[src/rtl/u8d_pkg.sv]
// Shared types, constants and lookup functions for the UTF-8 DFA decoder.
package u8d_pkg;

  localparam int ByteW  = 8;
  localparam int ClsW   = 4;
  localparam int StateW = 4;
  localparam int CpW    = 21;
  localparam int PayW   = 6;

  // Front-to-back queue; depth must be a power of two
  localparam int QDepth = 2;
  localparam int QIdxW  = $clog2(QDepth);
  localparam int QCntW  = $clog2(QDepth + 1);

  // DFA state codes
  localparam logic [StateW-1:0] ST_ACCEPT = 4'd0;
  localparam logic [StateW-1:0] ST_REJECT = 4'd1;
  localparam logic [StateW-1:0] ST_NEED1  = 4'd2;  // one continuation byte owed
  localparam logic [StateW-1:0] ST_NEED2  = 4'd3;  // two continuation bytes owed
  localparam logic [StateW-1:0] ST_E0     = 4'd4;  // after E0, no overlong
  localparam logic [StateW-1:0] ST_ED     = 4'd5;  // after ED, no surrogate
  localparam logic [StateW-1:0] ST_F0     = 4'd6;  // after F0, no overlong
  localparam logic [StateW-1:0] ST_NEED3  = 4'd7;  // three continuation bytes owed
  localparam logic [StateW-1:0] ST_F4     = 4'd8;  // after F4, stay below 0x110000
  localparam logic [StateW-1:0] ST_MAX    = 4'd8;

  // Character class codes
  localparam logic [ClsW-1:0] CL_ASCII   = 4'd0;
  localparam logic [ClsW-1:0] CL_CONT_LO = 4'd1;
  localparam logic [ClsW-1:0] CL_LEAD2   = 4'd2;
  localparam logic [ClsW-1:0] CL_LEAD3   = 4'd3;
  localparam logic [ClsW-1:0] CL_LEAD_ED = 4'd4;
  localparam logic [ClsW-1:0] CL_LEAD_F4 = 4'd5;
  localparam logic [ClsW-1:0] CL_LEAD4   = 4'd6;
  localparam logic [ClsW-1:0] CL_CONT_HI = 4'd7;
  localparam logic [ClsW-1:0] CL_INVALID = 4'd8;
  localparam logic [ClsW-1:0] CL_CONT_MD = 4'd9;
  localparam logic [ClsW-1:0] CL_LEAD_E0 = 4'd10;
  localparam logic [ClsW-1:0] CL_LEAD_F0 = 4'd11;

  // One classified item in flight between front and back
  typedef struct packed {
    logic [ByteW-1:0] data_byte;
    logic             last_byte;
    logic [ClsW-1:0]  cls;
  } u8d_item_t;

  // Byte to character class
  function automatic logic [ClsW-1:0] byte_class(input logic [ByteW-1:0] b);
    logic [ClsW-1:0] c;
    if (b <= 8'h7F)      c = CL_ASCII;
    else if (b <= 8'h8F) c = CL_CONT_LO;
    else if (b <= 8'h9F) c = CL_CONT_MD;
    else if (b <= 8'hBF) c = CL_CONT_HI;
    else if (b <= 8'hC1) c = CL_INVALID;
    else if (b <= 8'hDF) c = CL_LEAD2;
    else if (b == 8'hE0) c = CL_LEAD_E0;
    else if (b == 8'hED) c = CL_LEAD_ED;
    else if (b <= 8'hEF) c = CL_LEAD3;
    else if (b == 8'hF0) c = CL_LEAD_F0;
    else if (b <= 8'hF3) c = CL_LEAD4;
    else if (b == 8'hF4) c = CL_LEAD_F4;
    else                 c = CL_INVALID;
    return c;
  endfunction

  // DFA transition; any state outside the table acts as reject
  function automatic logic [StateW-1:0] next_state(input logic [StateW-1:0] s,
                                                   input logic [ClsW-1:0] c);
    logic [StateW-1:0] n;
    logic c_1, c_7, c_9;
    c_1 = (c == CL_CONT_LO);
    c_7 = (c == CL_CONT_HI);
    c_9 = (c == CL_CONT_MD);
    n = ST_REJECT;
    case (s)
      ST_ACCEPT: begin
        case (c)
          CL_ASCII:   n = ST_ACCEPT;
          CL_LEAD2:   n = ST_NEED1;
          CL_LEAD3:   n = ST_NEED2;
          CL_LEAD_ED: n = ST_ED;
          CL_LEAD_F4: n = ST_F4;
          CL_LEAD4:   n = ST_NEED3;
          CL_LEAD_E0: n = ST_E0;
          CL_LEAD_F0: n = ST_F0;
          default:    n = ST_REJECT;
        endcase
      end
      ST_NEED1: if (c_1 || c_7 || c_9) n = ST_ACCEPT;
      ST_NEED2: if (c_1 || c_7 || c_9) n = ST_NEED1;
      ST_E0:    if (c_7) n = ST_NEED1;
      ST_ED:    if (c_1 || c_9) n = ST_NEED1;
      ST_F0:    if (c_7 || c_9) n = ST_NEED2;
      ST_NEED3: if (c_1 || c_7 || c_9) n = ST_NEED2;
      ST_F4:    if (c_1) n = ST_NEED2;
      default:  n = ST_REJECT;
    endcase
    return n;
  endfunction

endpackage

[src/rtl/utf8_dfa_decoder_unit.sv]
// Top level of the UTF-8 DFA decoder: classify front, queue, DFA back end.
//
//  channel  dir  tdata                              tuser / tlast
//  s_axis   in   [7:0] data_byte                    tlast = last_byte
//  m_axis   out  [20:0] code_point,                 tuser [0] char_complete,
//                [24:21] dfa_state_out, rest zero   [1] rejected, [2] string_valid
//
// One byte per cycle sustained while neither side stalls; a result passes through the
// classify register, the queue and the result register before it can leave.
// The DFA state and accumulator update in the back end once per byte; that loop
// sets the rate. rst clears all valid flags and returns the DFA to accept.
// Either side may stall on its own; the two-entry queue absorbs the difference.
module utf8_dfa_decoder_unit
  import u8d_pkg::*;
(
  input  logic        clk,
  input  logic        rst,
  input  logic        s_axis_tvalid,
  output logic        s_axis_tready,
  input  logic [7:0]  s_axis_tdata,   // [7:0] data_byte
  input  logic        s_axis_tlast,
  output logic        m_axis_tvalid,
  input  logic        m_axis_tready,
  output logic [31:0] m_axis_tdata,   // [20:0] code_point, [24:21] dfa_state_out
  output logic [2:0]  m_axis_tuser    // [0] char_complete, [1] rejected, [2] string_valid
);

  logic              fq_valid;
  logic              fq_ready;
  u8d_item_t         fq_item;
  logic              qb_valid;
  logic              qb_ready;
  u8d_item_t         qb_item;
  logic [CpW-1:0]    code_point;
  logic [StateW-1:0] dfa_state_out;
  logic              char_complete;
  logic              rejected;
  logic              string_valid;

  u8d_front u_front (
    .clk       (clk),
    .rst       (rst),
    .in_valid  (s_axis_tvalid),
    .in_ready  (s_axis_tready),
    .in_byte   (s_axis_tdata),
    .in_last   (s_axis_tlast),
    .out_valid (fq_valid),
    .out_ready (fq_ready),
    .out_item  (fq_item)
  );

  u8d_queue u_queue (
    .clk        (clk),
    .rst        (rst),
    .push_valid (fq_valid),
    .push_ready (fq_ready),
    .push_item  (fq_item),
    .pop_valid  (qb_valid),
    .pop_ready  (qb_ready),
    .pop_item   (qb_item)
  );

  u8d_back u_back (
    .clk           (clk),
    .rst           (rst),
    .in_valid      (qb_valid),
    .in_ready      (qb_ready),
    .in_item       (qb_item),
    .out_valid     (m_axis_tvalid),
    .out_ready     (m_axis_tready),
    .code_point    (code_point),
    .dfa_state_out (dfa_state_out),
    .char_complete (char_complete),
    .rejected      (rejected),
    .string_valid  (string_valid)
  );

  // pack result fields
  assign m_axis_tdata = {{(32-CpW-StateW){1'b0}}, dfa_state_out, code_point};
  assign m_axis_tuser = {string_valid, rejected, char_complete};

endmodule

[src/rtl/u8d_front.sv]
// Front end: takes input bytes, classifies them and holds one registered item.
module u8d_front
  import u8d_pkg::*;
(
  input  logic             clk,
  input  logic             rst,
  input  logic             in_valid,
  output logic             in_ready,
  input  logic [ByteW-1:0] in_byte,
  input  logic             in_last,
  output logic             out_valid,
  input  logic             out_ready,
  output u8d_item_t        out_item
);

  logic      item_valid;
  u8d_item_t item;

  assign in_ready  = !item_valid || out_ready;
  assign out_valid = item_valid;
  assign out_item  = item;

  // valid flag of the stage register
  always_ff @(posedge clk) begin
    if (rst) begin
      item_valid <= 1'b0;
    end else if (in_ready) begin
      item_valid <= in_valid;
    end
  end

  // classify on the way in
  always_ff @(posedge clk) begin
    if (in_valid && in_ready) begin
      item.data_byte <= in_byte;
      item.last_byte <= in_last;
      item.cls       <= byte_class(in_byte);
    end
  end

endmodule

[src/rtl/u8d_queue.sv]
// Two-entry queue that decouples the classify stage from the DFA stage.
module u8d_queue
  import u8d_pkg::*;
(
  input  logic      clk,
  input  logic      rst,
  input  logic      push_valid,
  output logic      push_ready,
  input  u8d_item_t push_item,
  output logic      pop_valid,
  input  logic      pop_ready,
  output u8d_item_t pop_item
);

  u8d_item_t         slots [QDepth];
  logic [QIdxW-1:0]  wr_ptr;
  logic [QIdxW-1:0]  rd_ptr;
  logic [QCntW-1:0]  count;
  logic              do_push;
  logic              do_pop;

  assign push_ready = (count != QCntW'(QDepth));
  assign pop_valid  = (count != '0);
  assign pop_item   = slots[rd_ptr];
  assign do_push    = push_valid && push_ready;
  assign do_pop     = pop_valid && pop_ready;

  // pointers and fill count; pointers wrap naturally at a power-of-two depth
  always_ff @(posedge clk) begin
    if (rst) begin
      wr_ptr <= '0;
      rd_ptr <= '0;
      count  <= '0;
    end else begin
      if (do_push) wr_ptr <= wr_ptr + QIdxW'(1);
      if (do_pop)  rd_ptr <= rd_ptr + QIdxW'(1);
      count <= count + QCntW'(do_push) - QCntW'(do_pop);
    end
  end

  // entry storage
  always_ff @(posedge clk) begin
    if (do_push) begin
      slots[wr_ptr] <= push_item;
    end
  end

`ifndef SYNTHESIS
  a_count_bound: assert property (@(posedge clk) disable iff (rst)
    count <= QCntW'(QDepth))
    else $error("queue count out of range");
  a_ptr_match: assert property (@(posedge clk) disable iff (rst)
    (count == '0 || count == QCntW'(QDepth)) |-> (wr_ptr == rd_ptr))
    else $error("queue pointers disagree with count");
  a_count_step: assert property (@(posedge clk) disable iff (rst)
    (do_push && !do_pop) |=> (count == $past(count) + QCntW'(1)))
    else $error("queue count did not advance on push");
`endif

endmodule

[src/rtl/u8d_back.sv]
// Back end: runs the DFA, builds the code point and registers the result item.
module u8d_back
  import u8d_pkg::*;
(
  input  logic              clk,
  input  logic              rst,
  input  logic              in_valid,
  output logic              in_ready,
  input  u8d_item_t         in_item,
  output logic              out_valid,
  input  logic              out_ready,
  output logic [CpW-1:0]    code_point,
  output logic [StateW-1:0] dfa_state_out,
  output logic              char_complete,
  output logic              rejected,
  output logic              string_valid
);

  logic [StateW-1:0] dfa_state;
  logic [CpW-1:0]    code_accum;
  logic [StateW-1:0] cur_state;
  logic [StateW-1:0] new_state;
  logic [CpW-1:0]    accum_next;
  logic [ByteW-1:0]  lead_mask;
  logic              take;

  assign in_ready = !out_valid || out_ready;
  assign take     = in_valid && in_ready;

  // transition and accumulator update
  always_comb begin
    cur_state = (dfa_state > ST_MAX) ? ST_REJECT : dfa_state;
    lead_mask = 8'hFF >> in_item.cls;
    if (cur_state != ST_ACCEPT) begin
      accum_next = {code_accum[CpW-PayW-1:0], in_item.data_byte[PayW-1:0]};
    end else begin
      accum_next = {{(CpW-ByteW){1'b0}}, lead_mask & in_item.data_byte};
    end
    new_state = next_state(cur_state, in_item.cls);
  end

  // decoder state; cleared after the last byte of a string
  always_ff @(posedge clk) begin
    if (rst) begin
      dfa_state  <= ST_ACCEPT;
      code_accum <= '0;
    end else if (take) begin
      dfa_state  <= in_item.last_byte ? ST_ACCEPT : new_state;
      code_accum <= in_item.last_byte ? '0 : accum_next;
    end
  end

  // result register
  always_ff @(posedge clk) begin
    if (rst) begin
      out_valid <= 1'b0;
    end else if (in_ready) begin
      out_valid <= in_valid;
    end
  end

  always_ff @(posedge clk) begin
    if (take) begin
      code_point    <= (new_state == ST_ACCEPT) ? accum_next : '0;
      dfa_state_out <= new_state;
      char_complete <= (new_state == ST_ACCEPT);
      rejected      <= (new_state == ST_REJECT);
      string_valid  <= in_item.last_byte && (new_state == ST_ACCEPT);
    end
  end

`ifndef SYNTHESIS
  a_flags_excl: assert property (@(posedge clk) disable iff (rst)
    out_valid |-> !(char_complete && rejected))
    else $error("complete and reject both set");
  a_complete_state: assert property (@(posedge clk) disable iff (rst)
    out_valid |-> (char_complete == (dfa_state_out == ST_ACCEPT)))
    else $error("complete flag disagrees with state");
  a_last_clears: assert property (@(posedge clk) disable iff (rst)
    (take && in_item.last_byte) |=> (dfa_state == ST_ACCEPT && code_accum == '0))
    else $error("state not cleared after last byte");
  a_reject_sticky: assert property (@(posedge clk) disable iff (rst)
    (take && dfa_state == ST_REJECT) |=> (dfa_state_out == ST_REJECT))
    else $error("reject state left before end of string");
  a_state_range: assert property (@(posedge clk) disable iff (rst)
    dfa_state <= ST_MAX)
    else $error("DFA state out of range");
`endif

endmodule

[config.mk]
export PLATFORM = sky130hd
export DESIGN_NAME = utf8_dfa_decoder_unit
export DESIGN_NICKNAME = d
export VERILOG_FILES = /design/src/rtl/u8d_pkg.sv /design/src/rtl/utf8_dfa_decoder_unit.sv /design/src/rtl/u8d_front.sv /design/src/rtl/u8d_queue.sv /design/src/rtl/u8d_back.sv
export SDC_FILE = /design/constraint.sdc
export NUM_CORES = 1
export LEC_CHECK = 0
export ABC_AREA = 1
export BUFFER_PORTS_ARGS = -buffer_cell sky130_fd_sc_hd__buf_2
export CORE_MARGIN = 2
export CORE_UTILIZATION = 50
export DETAILED_ROUTE_END_ITERATION = 8
export GPL_TIMING_DRIVEN = 0
export PLACE_DENSITY_LB_ADDON = 0.2
export SYNTH_ARGS = -nofsm -noshare
export SYNTH_HDL_FRONTEND = slang
export SYNTH_HIERARCHICAL = 1
export SYNTH_SLANG_ARGS = --single-unit
[constraint.sdc]
create_clock -name clk -period 2.7 [get_ports clk]
set_input_delay 0 -clock clk [delete_from_list [all_inputs] [get_ports clk]]
set_output_delay 0 -clock clk [all_outputs]
set_load 0.02 [all_outputs]
==> results of run 1 <==
logic make-up (layout without fill, tap and decap cells):
logic type                 count (synthesis)  after routing  share of synthesized area
adders and majority gates                  1              1                   0.002955
other                                      1              7                  0.0008857
xor gates and xnor gates                   1              1                   0.002069
muxes                                     13             13                    0.04344
DFF                                       93             93                     0.5981
and+or+nand+nor                          186            186                     0.2237
buffers and inverters                     67            138                    0.07772
AOI/OAI and AO/OA                         38             38                    0.05112
state kept, by name, summed over array words and instances, names as in the netlist, 2 cells and up, named ones only:
register,cells
u_queue/slots,26
u_front/out_item,13
u_queue/count,2
u_back/code_point,21
u_back/dfa_state,4
u_back/code_accum,15
u_back/dfa_state_out,4
cell usage after synthesis:
library cell   n
clkinv_2       1
a21oi_1       19
ha_1           1
nor2_4        14
nand2_4        1
a21boi_0       2
nand3_1       16
nor3_1         7
edfxtp_1      67
nor2_1        42
inv_1         38
o21bai_1       1
clkbuf_1       5
inv_2          9
nand3_2        2
a22oi_1        6
o21ai_0        9
nor3_2         1
buf_6          3
dfxtp_1       26
nand4_1        4
buf_12         1
nand3_4        1
mux2_2         3
nand2_1       80
and3_2         5
nand2_2        5
a211o_1        1
nor2_8         1
nor2_2         6
xnor2_1        1
buf_4         10
mux2_4        10
or2_2          1
conb_1         1
area by class of cell:
class / count / area, µm²
fillers: 699 / 3281
flip-flops and latches: 93 / 2532
multi-input cells: 246 / 1395
repair buffers: 55 / 340.3
inverters: 48 / 181.4
clock buffers: 10 / 148.9
plain buffers: 19 / 147.6
well taps: 105 / 131.4
clock inverters: 6 / 58.81
power breakdown:
part	internal, mW	switching [mW]
Sequential	1.93	0.108
Clock	0.412	0.516
Combinational	0.623	1.23
worst max-delay path, cell delays in order, from the launching register on:
cell     delay [ps]
dfxtp_1         420
buf_6           210
mux2_4          350
inv_2           120
nand2_1          80
nor2_2          150
inv_2            50
nand3_1          60
nand2_1          50
inv_1            80
nand2_2          80
nor2_8          130
nand3_4         120
buf_12          180
nor2_4           80
routing by layer:
| metal | share of wire | GRT usage | vias up | routed length, µm |
|---|---|---|---|---|
| met2 | 0.49 | 0.2836 | 70 | 3376 |
| met1 | 0.45 | 0.2017 | 1284 | 3080 |
| met4 | 0.020 | 0.08452 | 0 | 139 |
| met3 | 0.044 | 0.03054 | 11 | 300 |
| met5 | 0 | 0 | - | 0 |
| li1 | - | - | 1450 | - |
what timing repair did:
action / 4_1_cts / 5_1_grt
endpoints found under the setup margin: 0 / 0
hold buffers: 13 / 0
gates resized for setup: 0 / 0
endpoints found under the hold margin: 13 / 0
worst max-delay path by stage:
stage / from / to / slack, ps / cells past startpoint
final: flop / u_back/code_point[19] / 420 / 14
after global routing: flop / u_back/code_point[19] / 210 / 14
after CTS: flop / u_back/code_point[19] / 400 / 14
after detailed placement: flop / u_back/code_point[19] / 420 / 14
after global placement: flop / u_back/code_point[20] / 450 / 14
after floorplan: flop / u_back/code_point[10] / 660 / 14
==> metrics.md, run 1 <==
| Metric | Value |
|---|---|
| PortBufs | 42 |
| Mapped cell area | 4234 µm² |
| Vias in the first global route | 2563 |
| Number of remaining DRC errors | 0 |
| Clk sinks | 93 |
| # diodes | 0 |
| Power per Cell Area | 975.0 nW/µm² |
| CTS Buf Count | 9 |
| Non-Filler Instances | 582 |
| WP data arrival | 2530 ps |
| DP Wirelength | 5066 µm |
| # Max-Cap Violations | 0 |
| Share of the synthesized area in the top cell type | 0.4752 |
| DRT Pass-1 Iters | 4 |
| Setup_tns | 0 ps |
| Row count | 33 |
| Post-CTS Setup Bufs | 0 |
| Crit Path Class | reg -> reg |
| Endpoints failing setup | 0 |
| Maximum clock rate | 438.0 MHz |
| Layout area overhead | 16.58% |
| Tmin final | 2283 ps |
| Antenna violations before repair | 0 |
| Most frequent cells in the layout | 80 x nand2_1, 67 x edfxtp_1, 42 x buf_2, 42 x nor2_1, 38 x inv_1 |
| Die Area | 9220 µm² |
| Clock Path Buffers | 2 |
| Fin util | 0.6007 |
| Total Power | 4.813 mW |
| Fin. Hold Viols | 0 |
| Syn_area_per_cell | 10.59 µm² |
| Post-layout net count | 486 |
| Status | completed |
| Class of the tightest hold or removal check | in -> reg |
| RSZ-0062 raised after global routing | no |
| Inst Count DP | 553 |
| Yosys reg bits | 93 |
| First-pass GRT wire length | 11590 µm |
| Worst-Margin Slew | 1190 ps |
| Placeable Area | 8217 µm² |
| Avg Vias per Cell | 4.837 |
| Worst r2r path cells | 14 |
| CP Launch Type | flop |
| Ys Warns | 6 |
| Clock root buffer | clkbuf_8 |
| Initial core utilization | 0.5153 |
| Vias | 2815 |
| Largest net degree at the start of global routing | 29 |
| WHS | 346.8 ps |
| Fin worst setup slack | 416.9 ps |
| Die height | 96.02 µm |
| CTS tree | done |
| Hold path endpoint | u_front/out_item[4] |
| Max rail drop VDD | 0.3443 mV |
| Final worst path period share | 0.8456 |
| Grt ovf | 0 |
| CP Max Fanout | 10 |
| Skew-Pair Late Insertion Delay | 370 ps |
| Final Cell Area | 4936 µm² |
| Die width | 96.02 µm |
| Final max-slew violation count | 0 |
| Critical Path End Type | flop |
| Commonest non-fill, non-tap cell in the layout | nand2_1 |
| Synth top area cells | edfxtp_1 48%, dfxtp_1 12%, nand2_1 7.1% |
| DRT Wirelength | 6896 µm |
| Synth unique cells | 35 |
| Placed cell area | 4598 µm² |
| Worst-path clk slew | 110 ps |
| Fraction of layout cells with a size suffix above 1 | 0.2767 |
| Ports | 50 |
| Layout Skew | 19.32 ps |
| Yosys top cell by area | edfxtp_1 |
| Leakage | 1.998 nW |
| Routed Antenna Nets | 0 |
| Starting DRT DRC Count | 116 |
| Slew headroom | 0.2065 |
| Internal reg-to-reg setup slack | 420 ps |
| Hold_sp | s_axis_tlast |
| All-Layer GR Usage | 0.1665 |
| Sequential area share after synthesis | 0.5981 |
| Average wire per standard cell | 11.85 µm |
| Pre-CTS WS | 417.3 ps |
| Reg-to-reg endpoint | u_back/code_point[19] |
| Hold Crit Depth | 2 |
| CP Data Required Time | 2940 ps |
| Gpl congestion | 0.9057 |
| H-tree Lvls | 3 |
| Mapped Cells | 400 |
No activity file was read; power rests on OpenSTA's default activity.
==> run 2, diff against run 1 <==
==> constraint.sdc (replaced) <==
create_clock -name clk -period 2.15 [get_ports clk]
set_input_delay 0 -clock clk [delete_from_list [all_inputs] [get_ports clk]]
set_output_delay 0 -clock clk [all_outputs]
set_load 0.02 [all_outputs]
==> run 2 against run 1 <==
Compared with the run above:
- combinational power up 45%
- core utilization up 2.5 points
- wire length up 7.2%
- hold slack better by 1.3 ps
- critical endpoint unchanged
==> metrics.md, run 2 (synthesis results as in run 1) <==
| Metric | Value |
|---|---|
| Final worst path period share | 0.9620 (was 0.8456) |
| Die height | 96.02 µm (unchanged) |
| DRT Wirelength | 7395 µm (was 6896 µm) |
| Leakage | 2.084 nW (was 1.998 nW) |
| DP Wirelength | 5066 µm (unchanged) |
| Die width | 96.02 µm (unchanged) |
| PortBufs | 42 (unchanged) |
| Power per Cell Area | 1248 nW/µm² (was 975.0 nW/µm²) |
| Die Area | 9220 µm² (unchanged) |
| Maximum clock rate | 483.5 MHz (was 438.0 MHz) |
| Crit Path Class | reg -> reg (unchanged) |
| First-pass GRT wire length | 12180 µm (was 11590 µm) |
| Post-layout net count | 501 (was 486) |
| Vias | 2916 (was 2815) |
| Fin util | 0.6252 (was 0.6007) |
| Fin worst setup slack | 81.77 ps (was 416.9 ps) |
| CP Max Fanout | 6 (was 10) |
| Layout Skew | 21.72 ps (was 19.32 ps) |
| CP cell instances | buf_4, mux2_4, nor2_2, nand2_1, nand4_1, inv_2, nor2_8, nand3_4, buf_12, nor2_4 (was buf_6, mux2_4, inv_2, nand2_1, nor2_2, inv_2, nand3_1, nand2_1, inv_1, nand2_2, nor2_8, nand3_4, buf_12, nor2_4) |
| Buf+Inv Stages, Crit Path | 3 (was 5) |
| WHS | 348.1 ps (was 346.8 ps) |
| Average wire per standard cell | 12.39 µm (was 11.85 µm) |
| Final Cell Area | 5137 µm² (was 4936 µm²) |
| Kind of cell adding the most delay to the critical path | simple AND/OR/NAND/NOR gates (unchanged) |
| Starting DRT DRC Count | 130 (was 116) |
| Fraction of layout cells with a size suffix above 1 | 0.3272 (was 0.2767) |
| CP Data Required Time | 2390 ps (was 2940 ps) |
| Status | completed (unchanged) |
| Placeable Area | 8217 µm² (unchanged) |
| Worst stage delay on the critical path | 370 ps (was 420 ps) |
| CP Launch Type | flop (unchanged) |
| Slew headroom | 0.2129 (was 0.2065) |
| Critical Path End Type | flop (unchanged) |
| Ports | 50 (unchanged) |
| Most frequent cells in the layout | 77 x nand2_1, 67 x edfxtp_1, 42 x buf_2 (was 80 x nand2_1, 67 x edfxtp_1, 42 x buf_2, 42 x nor2_1, 38 x inv_1) |
| H-tree Lvls | 3 (unchanged) |
| Largest register by flop count | u_queue/slots (unchanged) |
| Pre-CTS WS | -132.7 ps (was 417.3 ps) |
| Tmin final | 2068 ps (was 2283 ps) |
| Fillers | 674 (was 699) |
| Class of the tightest hold or removal check | in -> reg (unchanged) |
| Final max-slew violation count | 0 (unchanged) |
| All-Layer GR Usage | 0.1760 (was 0.1665) |
| Gpl congestion | 0.9057 (unchanged) |
| # Max-Cap Violations | 0 (unchanged) |
| Max reg flops | 26 (unchanged) |
| Worst-path clk slew | 110 ps (about the same) |
| Commonest non-fill, non-tap cell in the layout | nand2_1 (unchanged) |
| Placed cell area | 4598 µm² (unchanged) |
| Clk sinks | 93 (unchanged) |
| Biggest regs | u_queue/slots x26, u_back/code_point x21, u_back/code_accum x15 (unchanged) |
| Worst-Margin Slew | 1181 ps (was 1190 ps) |
| Endpoints failing setup | 0 (unchanged) |
| # diodes | 0 (unchanged) |
| Skew-Pair Late Insertion Delay | 370 ps (about the same) |
| CTS tree | done (unchanged) |
| Row count | 33 (unchanged) |
| Grt ovf | 0 (unchanged) |
| Vias in the first global route | 2670 (was 2563) |
| Layout area overhead | 21.34% (was 16.58%) |
| Avg Vias per Cell | 4.884 (was 4.837) |
| Number of remaining DRC errors | 0 (unchanged) |
| CTS Buf Count | 9 (unchanged) |
| Clock Path Buffers | 2 (unchanged) |
| RSZ-0062 raised after global routing | yes (was no) |
| Total Power | 6.409 mW (was 4.813 mW) |
| DRT Pass-1 Iters | 4 (unchanged) |
| Slowest stage cell, crit path | dfxtp_4 (was dfxtp_1) |
| WP data arrival | 2310 ps (was 2530 ps) |
| Hold_sp | s_axis_tlast (unchanged) |
| Fin. Hold Viols | 0 (unchanged) |
| Largest net degree at the start of global routing | 19 (was 29) |
| Routed Antenna Nets | 0 (unchanged) |
| Antenna violations before repair | 0 (unchanged) |
| Clock root buffer | clkbuf_8 (unchanged) |
| Max rail drop VDD | 0.4623 mV (was 0.3443 mV) |
| Initial core utilization | 0.5153 (unchanged) |
-- run 2: cell types whose count changed in the layout (fill, tap and decap cells not counted), moves of 3 or more --
cell / change
nor2_1: -6
nand2_1: -3
buf_4: +13
nand2_2: +3
inv_4: +3
nor2_2: +5
-- run 2: area by class of cell --
| cell class | instances | area [µm²] | area share |
|---|---|---|---|
| timing repair buffer | 69 | 465.4 | 0.09060 |
| timing repair inverter | 1 | 7.507 | 0.001461 |
| inverter | 48 | 192.7 | 0.03751 |
| sequential | 93 | 2536 | 0.4937 |
| tap | 105 | 131.4 | 0.02557 |
| clock inverter | 6 | 58.81 | 0.01145 |
| buffer | 19 | 157.7 | 0.03069 |
| multi-input combinational | 246 | 1439 | 0.2801 |
| clock buffer | 10 | 148.9 | 0.02898 |
-- run 2: path summary, 6_finish.rpt --
| check | end | slack [ps] | depth (start not counted) |
|---|---|---|---|
| worst max-delay path | u_back/code_point[19] | 80 | 10 |
| worst min-delay path | u_front/out_item[4] | 350 | 2 |
| worst max register to register | u_back/code_point[19] | 80 | 10 |
| worst min register to register | u_queue/slots[1][4] | 450 | 0 |
-- run 2: timing repair --
action	in CTS	in global routing
hold buffers	13	0
gates resized for setup	13	12
endpoints found under the setup margin	48	23
endpoints found under the hold margin	13	0
gates cloned	2	0
buffers inserted	9	4
pin swaps	6	8
-- run 2: per-layer routing --
metal / wire length [µm] / vias up / global-route usage
met2: 3767 / 77 / 0.3090
met1: 3116 / 1342 / 0.2088
met3: 343 / 16 / 0.03054
li1: - / 1481 / -
met5: 0 / - / 0
met4: 167 / 0 / 0.08333
-- run 2: where the power goes --
part,internal [mW],leakage (nW),switching (mW)
clock,0.517,0.104,0.647
combinational,1.00,1.12,1.69
sequential,2.42,0.856,0.137
-- run 2: metrics by stage --
stage	instances	setup TNS (ps)
3_3_place_gp	553	-1404
5_1_grt	597	-146.5
4_1_cts	593	0
2_1_floorplan	406	0
3_5_place_dp	553	-2169
6_report	597	0
==> run 3, diff against run 2 <==
--- a/config.mk
+++ b/config.mk
@@ -14,5 +14,4 @@
 export PLACE_DENSITY_LB_ADDON = 0.2
 export SYNTH_ARGS = -nofsm -noshare
 export SYNTH_HDL_FRONTEND = slang
-export SYNTH_HIERARCHICAL = 1
 export SYNTH_SLANG_ARGS = --single-unit
==> run 3 against run 2 <==
Compared with the run above:
- die area shrank 2.0%
- register-to-register slack gained 80 ps
- wire length grew 1.0%
- highest routed layer unchanged
- critical path depth grew 5
- fmax grew 3.9%
- first-iteration DRC count shrank 6.2%
- final cell count grew 5.0%
- non-clock buffer count shrank 11
- clock-buffer cell count is the same
- combinational power grew 3%
- largest cell class unchanged
==> metrics.md, run 3 <==
| Metric | Value |
|---|---|
| Slew headroom | 0.2439 (was 0.2129) |
| Skew-Pair Late Insertion Delay | 360 ps (was 370 ps) |
| # diodes | 0 (unchanged) |
| Share of flip-flops with an asynchronous set or reset | 0 (unchanged) |
| Initial core utilization | 0.5098 (was 0.5153) |
| Gpl congestion | 0.8194 (was 0.9057) |
| Psw | 2.678 mW (was 2.474 mW) |
| Endpoints failing setup | 0 (unchanged) |
| Most frequent cells in the layout | 129 x nand2_1, 67 x edfxtp_1, 52 x inv_1 (was 77 x nand2_1, 67 x edfxtp_1, 42 x buf_2) |
| Worst-Margin Slew | 1130 ps (was 1181 ps) |
| Vias | 3005 (was 2916) |
| # Max-Cap Violations | 0 (unchanged) |
| Antenna violations before repair | 0 (unchanged) |
| Cell Int Power | 3.949 mW (was 3.935 mW) |
| Fin. Hold Viols | 0 (unchanged) |
| Crit Path Class | reg -> reg (unchanged) |
| Fillers | 701 (was 674) |
| Die width | 95.07 µm (was 96.02 µm) |
| Setup_tns | 0 ps (unchanged) |
| Leakage | 2.049 nW (was 2.084 nW) |
| Commonest non-fill, non-tap cell in the layout | nand2_1 (unchanged) |
| Layout area overhead | 17.80% (was 21.34%) |
| Seq pwr share | 0.393 (was 0.398) |
| Largest net degree at the start of global routing | 18 (was 19) |
| Highest metal used | met4 (unchanged) |
| Maximum clock rate | 502.5 MHz (was 483.5 MHz) |
| Reg-to-reg endpoint | u_back.code_point[6] (was u_back/code_point[19]) |
| Max rail drop VDD | 0.6621 mV (was 0.4623 mV) |
| Yosys reg bits | 93 (unchanged) |
| PortBufs | 41 (was 42) |
| First-pass GRT wire length | 11670 µm (was 12180 µm) |
| Average wire per standard cell | 11.91 µm (was 12.39 µm) |
| CP Launch Type | flop (unchanged) |
| Grt ovf | 0 (unchanged) |
| Syn_area_per_cell | 9.339 µm² (was 10.59 µm²) |
| Hold path endpoint | u_back.code_accum[7] (was u_front/out_item[4]) |
| Worst-path clk slew | 100 ps (was 110 ps) |
| Ports | 50 (unchanged) |
| Mapped Cells | 444 (was 400) |
| Number of remaining DRC errors | 0 (unchanged) |
| Met1 wire length | 3364 µm (was 3116 µm) |
| Synth top area cells | edfxtp_1 49%, dfxtp_1 13%, nand2_1 12% (was edfxtp_1 48%, dfxtp_1 12%, nand2_1 7.1%) |
| Sequential area share after synthesis | 0.6107 (was 0.5981) |
| CP Max Fanout | 10 (was 6) |
| Fraction of layout cells with a size suffix above 1 | 0.2126 (was 0.3272) |
| Count leader, synth | nand2_1 (unchanged) |
| RSZ-0062 raised after global routing | no (was yes) |
| CTS Buf Count | 9 (unchanged) |
| Ys Warns | 0 (was 6) |
| Share of the synthesized area in the top cell type | 0.4852 (was 0.4752) |
| Top post-synthesis cells by count | 129 x nand2_1, 67 x edfxtp_1, 52 x inv_1, 44 x nor2_1, 26 x dfxtp_1 (was 80 x nand2_1, 67 x edfxtp_1, 42 x nor2_1, 38 x inv_1, 26 x dfxtp_1) |
| Ys flop type | edfxtp_1 (unchanged) |
| Pre-CTS WS | -160.1 ps (was -132.7 ps) |
| Final Cell Area | 4885 µm² (was 5137 µm²) |
| DRT Wirelength | 7469 µm (was 7395 µm) |
| Clock share of power | 0.189 (was 0.182) |
| Internal reg-to-reg setup slack | 160 ps (was 80 ps) |
| Clock Path Buffers | 2 (unchanged) |
| Row count | 33 (unchanged) |
| WP data arrival | 2100 ps (was 2310 ps) |
| Worst r2r path cells | 15 (was 10) |
| DP Wirelength | 5189 µm (was 5066 µm) |
| Biggest regs | u_queue.slots x26, u_back.code_point x21, u_back.code_accum x15 (was u_queue/slots x26, u_back/code_point x21, u_back/code_accum x15) |
| Largest register by flop count | u_queue.slots (was u_queue/slots) |
| Post-synth EDFFs | 67 (unchanged) |
| Tmin final | 1990 ps (was 2068 ps) |
| H-tree Lvls | 3 (unchanged) |
| Hold Crit Depth | 2 (unchanged) |
| Mapped cell area | 4146 µm² (was 4234 µm²) |
| Net Sw Frac | 0.4042 (was 0.3860) |
| Final worst path period share | 0.9257 (was 0.9620) |
| Routed Antenna Nets | 0 (unchanged) |
| Die height | 95.07 µm (was 96.02 µm) |
| Starting DRT DRC Count | 122 (was 130) |
| Non-Filler Instances | 627 (was 597) |
| CTS tree | done (unchanged) |
| Placeable Area | 8134 µm² (was 8217 µm²) |
| Metal3 WL | 263 µm (was 343 µm) |
| Inst Count DP | 596 (was 553) |
| Clock root buffer | clkbuf_8 (unchanged) |
| Final max-slew violation count | 0 (unchanged) |
| Fin util | 0.6005 (was 0.6252) |
| Yosys top cell by area | edfxtp_1 (unchanged) |
| Max reg flops | 26 (unchanged) |
| DRT Pass-1 Iters | 4 (unchanged) |
| Fin worst setup slack | 159.8 ps (was 81.77 ps) |
| Hold_sp | rst (was s_axis_tlast) |
| Power per Cell Area | 1357 nW/µm² (was 1248 nW/µm²) |
| Vias in the first global route | 2614 (was 2670) |
| Class of the tightest hold or removal check | in -> reg (unchanged) |
| Die Area | 9037 µm² (was 9220 µm²) |
| Critical Path End Type | flop (unchanged) |
| Post-layout net count | 532 (was 501) |
| All-Layer GR Usage | 0.1704 (was 0.1760) |
| Synth unique cells | 32 (was 35) |
| Met2 WL post-DR | 3726 µm (was 3767 µm) |
| Combinational power share | 0.418 (was 0.420) |
| Clk sinks | 93 (unchanged) |
| Placed cell area | 4517 µm² (was 4598 µm²) |
| Avg Vias per Cell | 4.793 (was 4.884) |
| Status | completed (unchanged) |
| CP Data Required Time | 2260 ps (was 2390 ps) |
| Layout Skew | 14.65 ps (was 21.72 ps) |
## run 3: changes by cell type after synthesis, sizes merged, moves of 5 or more
| cell | before | now |
|---|---|---|
| inv | 47 | 54 |
| mux2 | 13 | 0 |
| nor3 | 8 | 3 |
| nand2 | 86 | 139 |
| and3 | 5 | 0 |
| a21oi | 19 | 24 |
| a22oi | 6 | 0 |
## run 3: logic make-up after synthesis
| kind of cell | Yosys count | share of synthesized area |
|---|---|---|
| simple gates | 229 | 0.2411 |
| flops | 93 | 0.6107 |
| buf+inv | 76 | 0.08539 |
| compound gates | 42 | 0.05372 |
| fa+ha+maj | 2 | 0.006034 |
| xor+xnor | 1 | 0.002113 |
| other cells | 1 | 0.0009044 |
## run 3: per-stage QoR
step                total power, mW  hold slack, ps
detailed placement            5.338           181.6
CTS                           6.634           26.00
global placement              5.281           179.3
global route                  7.082           48.12
finish                        6.627           34.72
floorplan                     4.665           98.87
## run 3: power groups by stage
stage	Sequential [mW]	Clock (mW)	Combinational (mW)
finish	2.60	1.25	2.77
global route	2.65	1.35	3.08
CTS	2.61	1.28	2.74
detailed placement	2.65	0	2.69
global placement	2.63	0	2.65
floorplan	2.94	0	1.72
## run 3: repair_timing
item | in CTS | in global routing
hold buffers | 11 | 0
resized for setup | 1 | 4
gates cloned | 1 | 0
pin swaps | 1 | 2
endpoints found under the setup margin | 20 | 26
setup buffers | 0 | 3
hold endpoints to repair | 12 | 0
## run 3: critical path: stages, from the launching register on
cell and delay (ps):
dfxtp_1 320, buf_6 140, inv_6 80, buf_6 140, nand2_2 60, nand2_2 70, nand2_1 110, nor2_2 160
nand2_1 60, nand2_1 70, nor2_2 50, nand2_2 80, nor2_4 40, inv_2 120, buf_6 190, nor2_2 50
## run 3: final cells by class
class	instances	area, µm²	share of cell area
Buffer	22	148.9	0.03048
Tap cell	105	131.4	0.02690
Inverter	54	207.7	0.04252
Clock inverter	6	72.57	0.01486
Multi-Input combinational cell	282	1305	0.2672
Clock buffer	10	148.9	0.03048
Sequential cell	93	2532	0.5184
Timing Repair Buffer	55	337.8	0.06916
## run 3: metal layers
metal | track usage | vias to the layer above
met1 | 0.2019 | 1367
met2 | 0.2952 | 64
met3 | 0.03557 | 10
met4 | 0.08092 | 0
met5 | 0 | -
li1 | - | 1564
## run 3: how the worst max path moves through the flow
stage / startpoint / endpoint / slack (ps) / depth (start not counted)
2_1_floorplan: u_back.out_valid / u_queue.count[1] / 70 / 9
3_3_place_gp: u_queue.count[1] / u_back.code_accum[3] / -130 / 7
3_5_place_dp: u_queue.count[1] / u_queue.count[1] / -160 / 8
4_1_cts: u_back.out_valid / u_back.dfa_state[3] / 40 / 8
5_1_grt: flop / u_back.code_point[6] / 6 / 15
6_report: flop / u_back.code_point[6] / 160 / 15
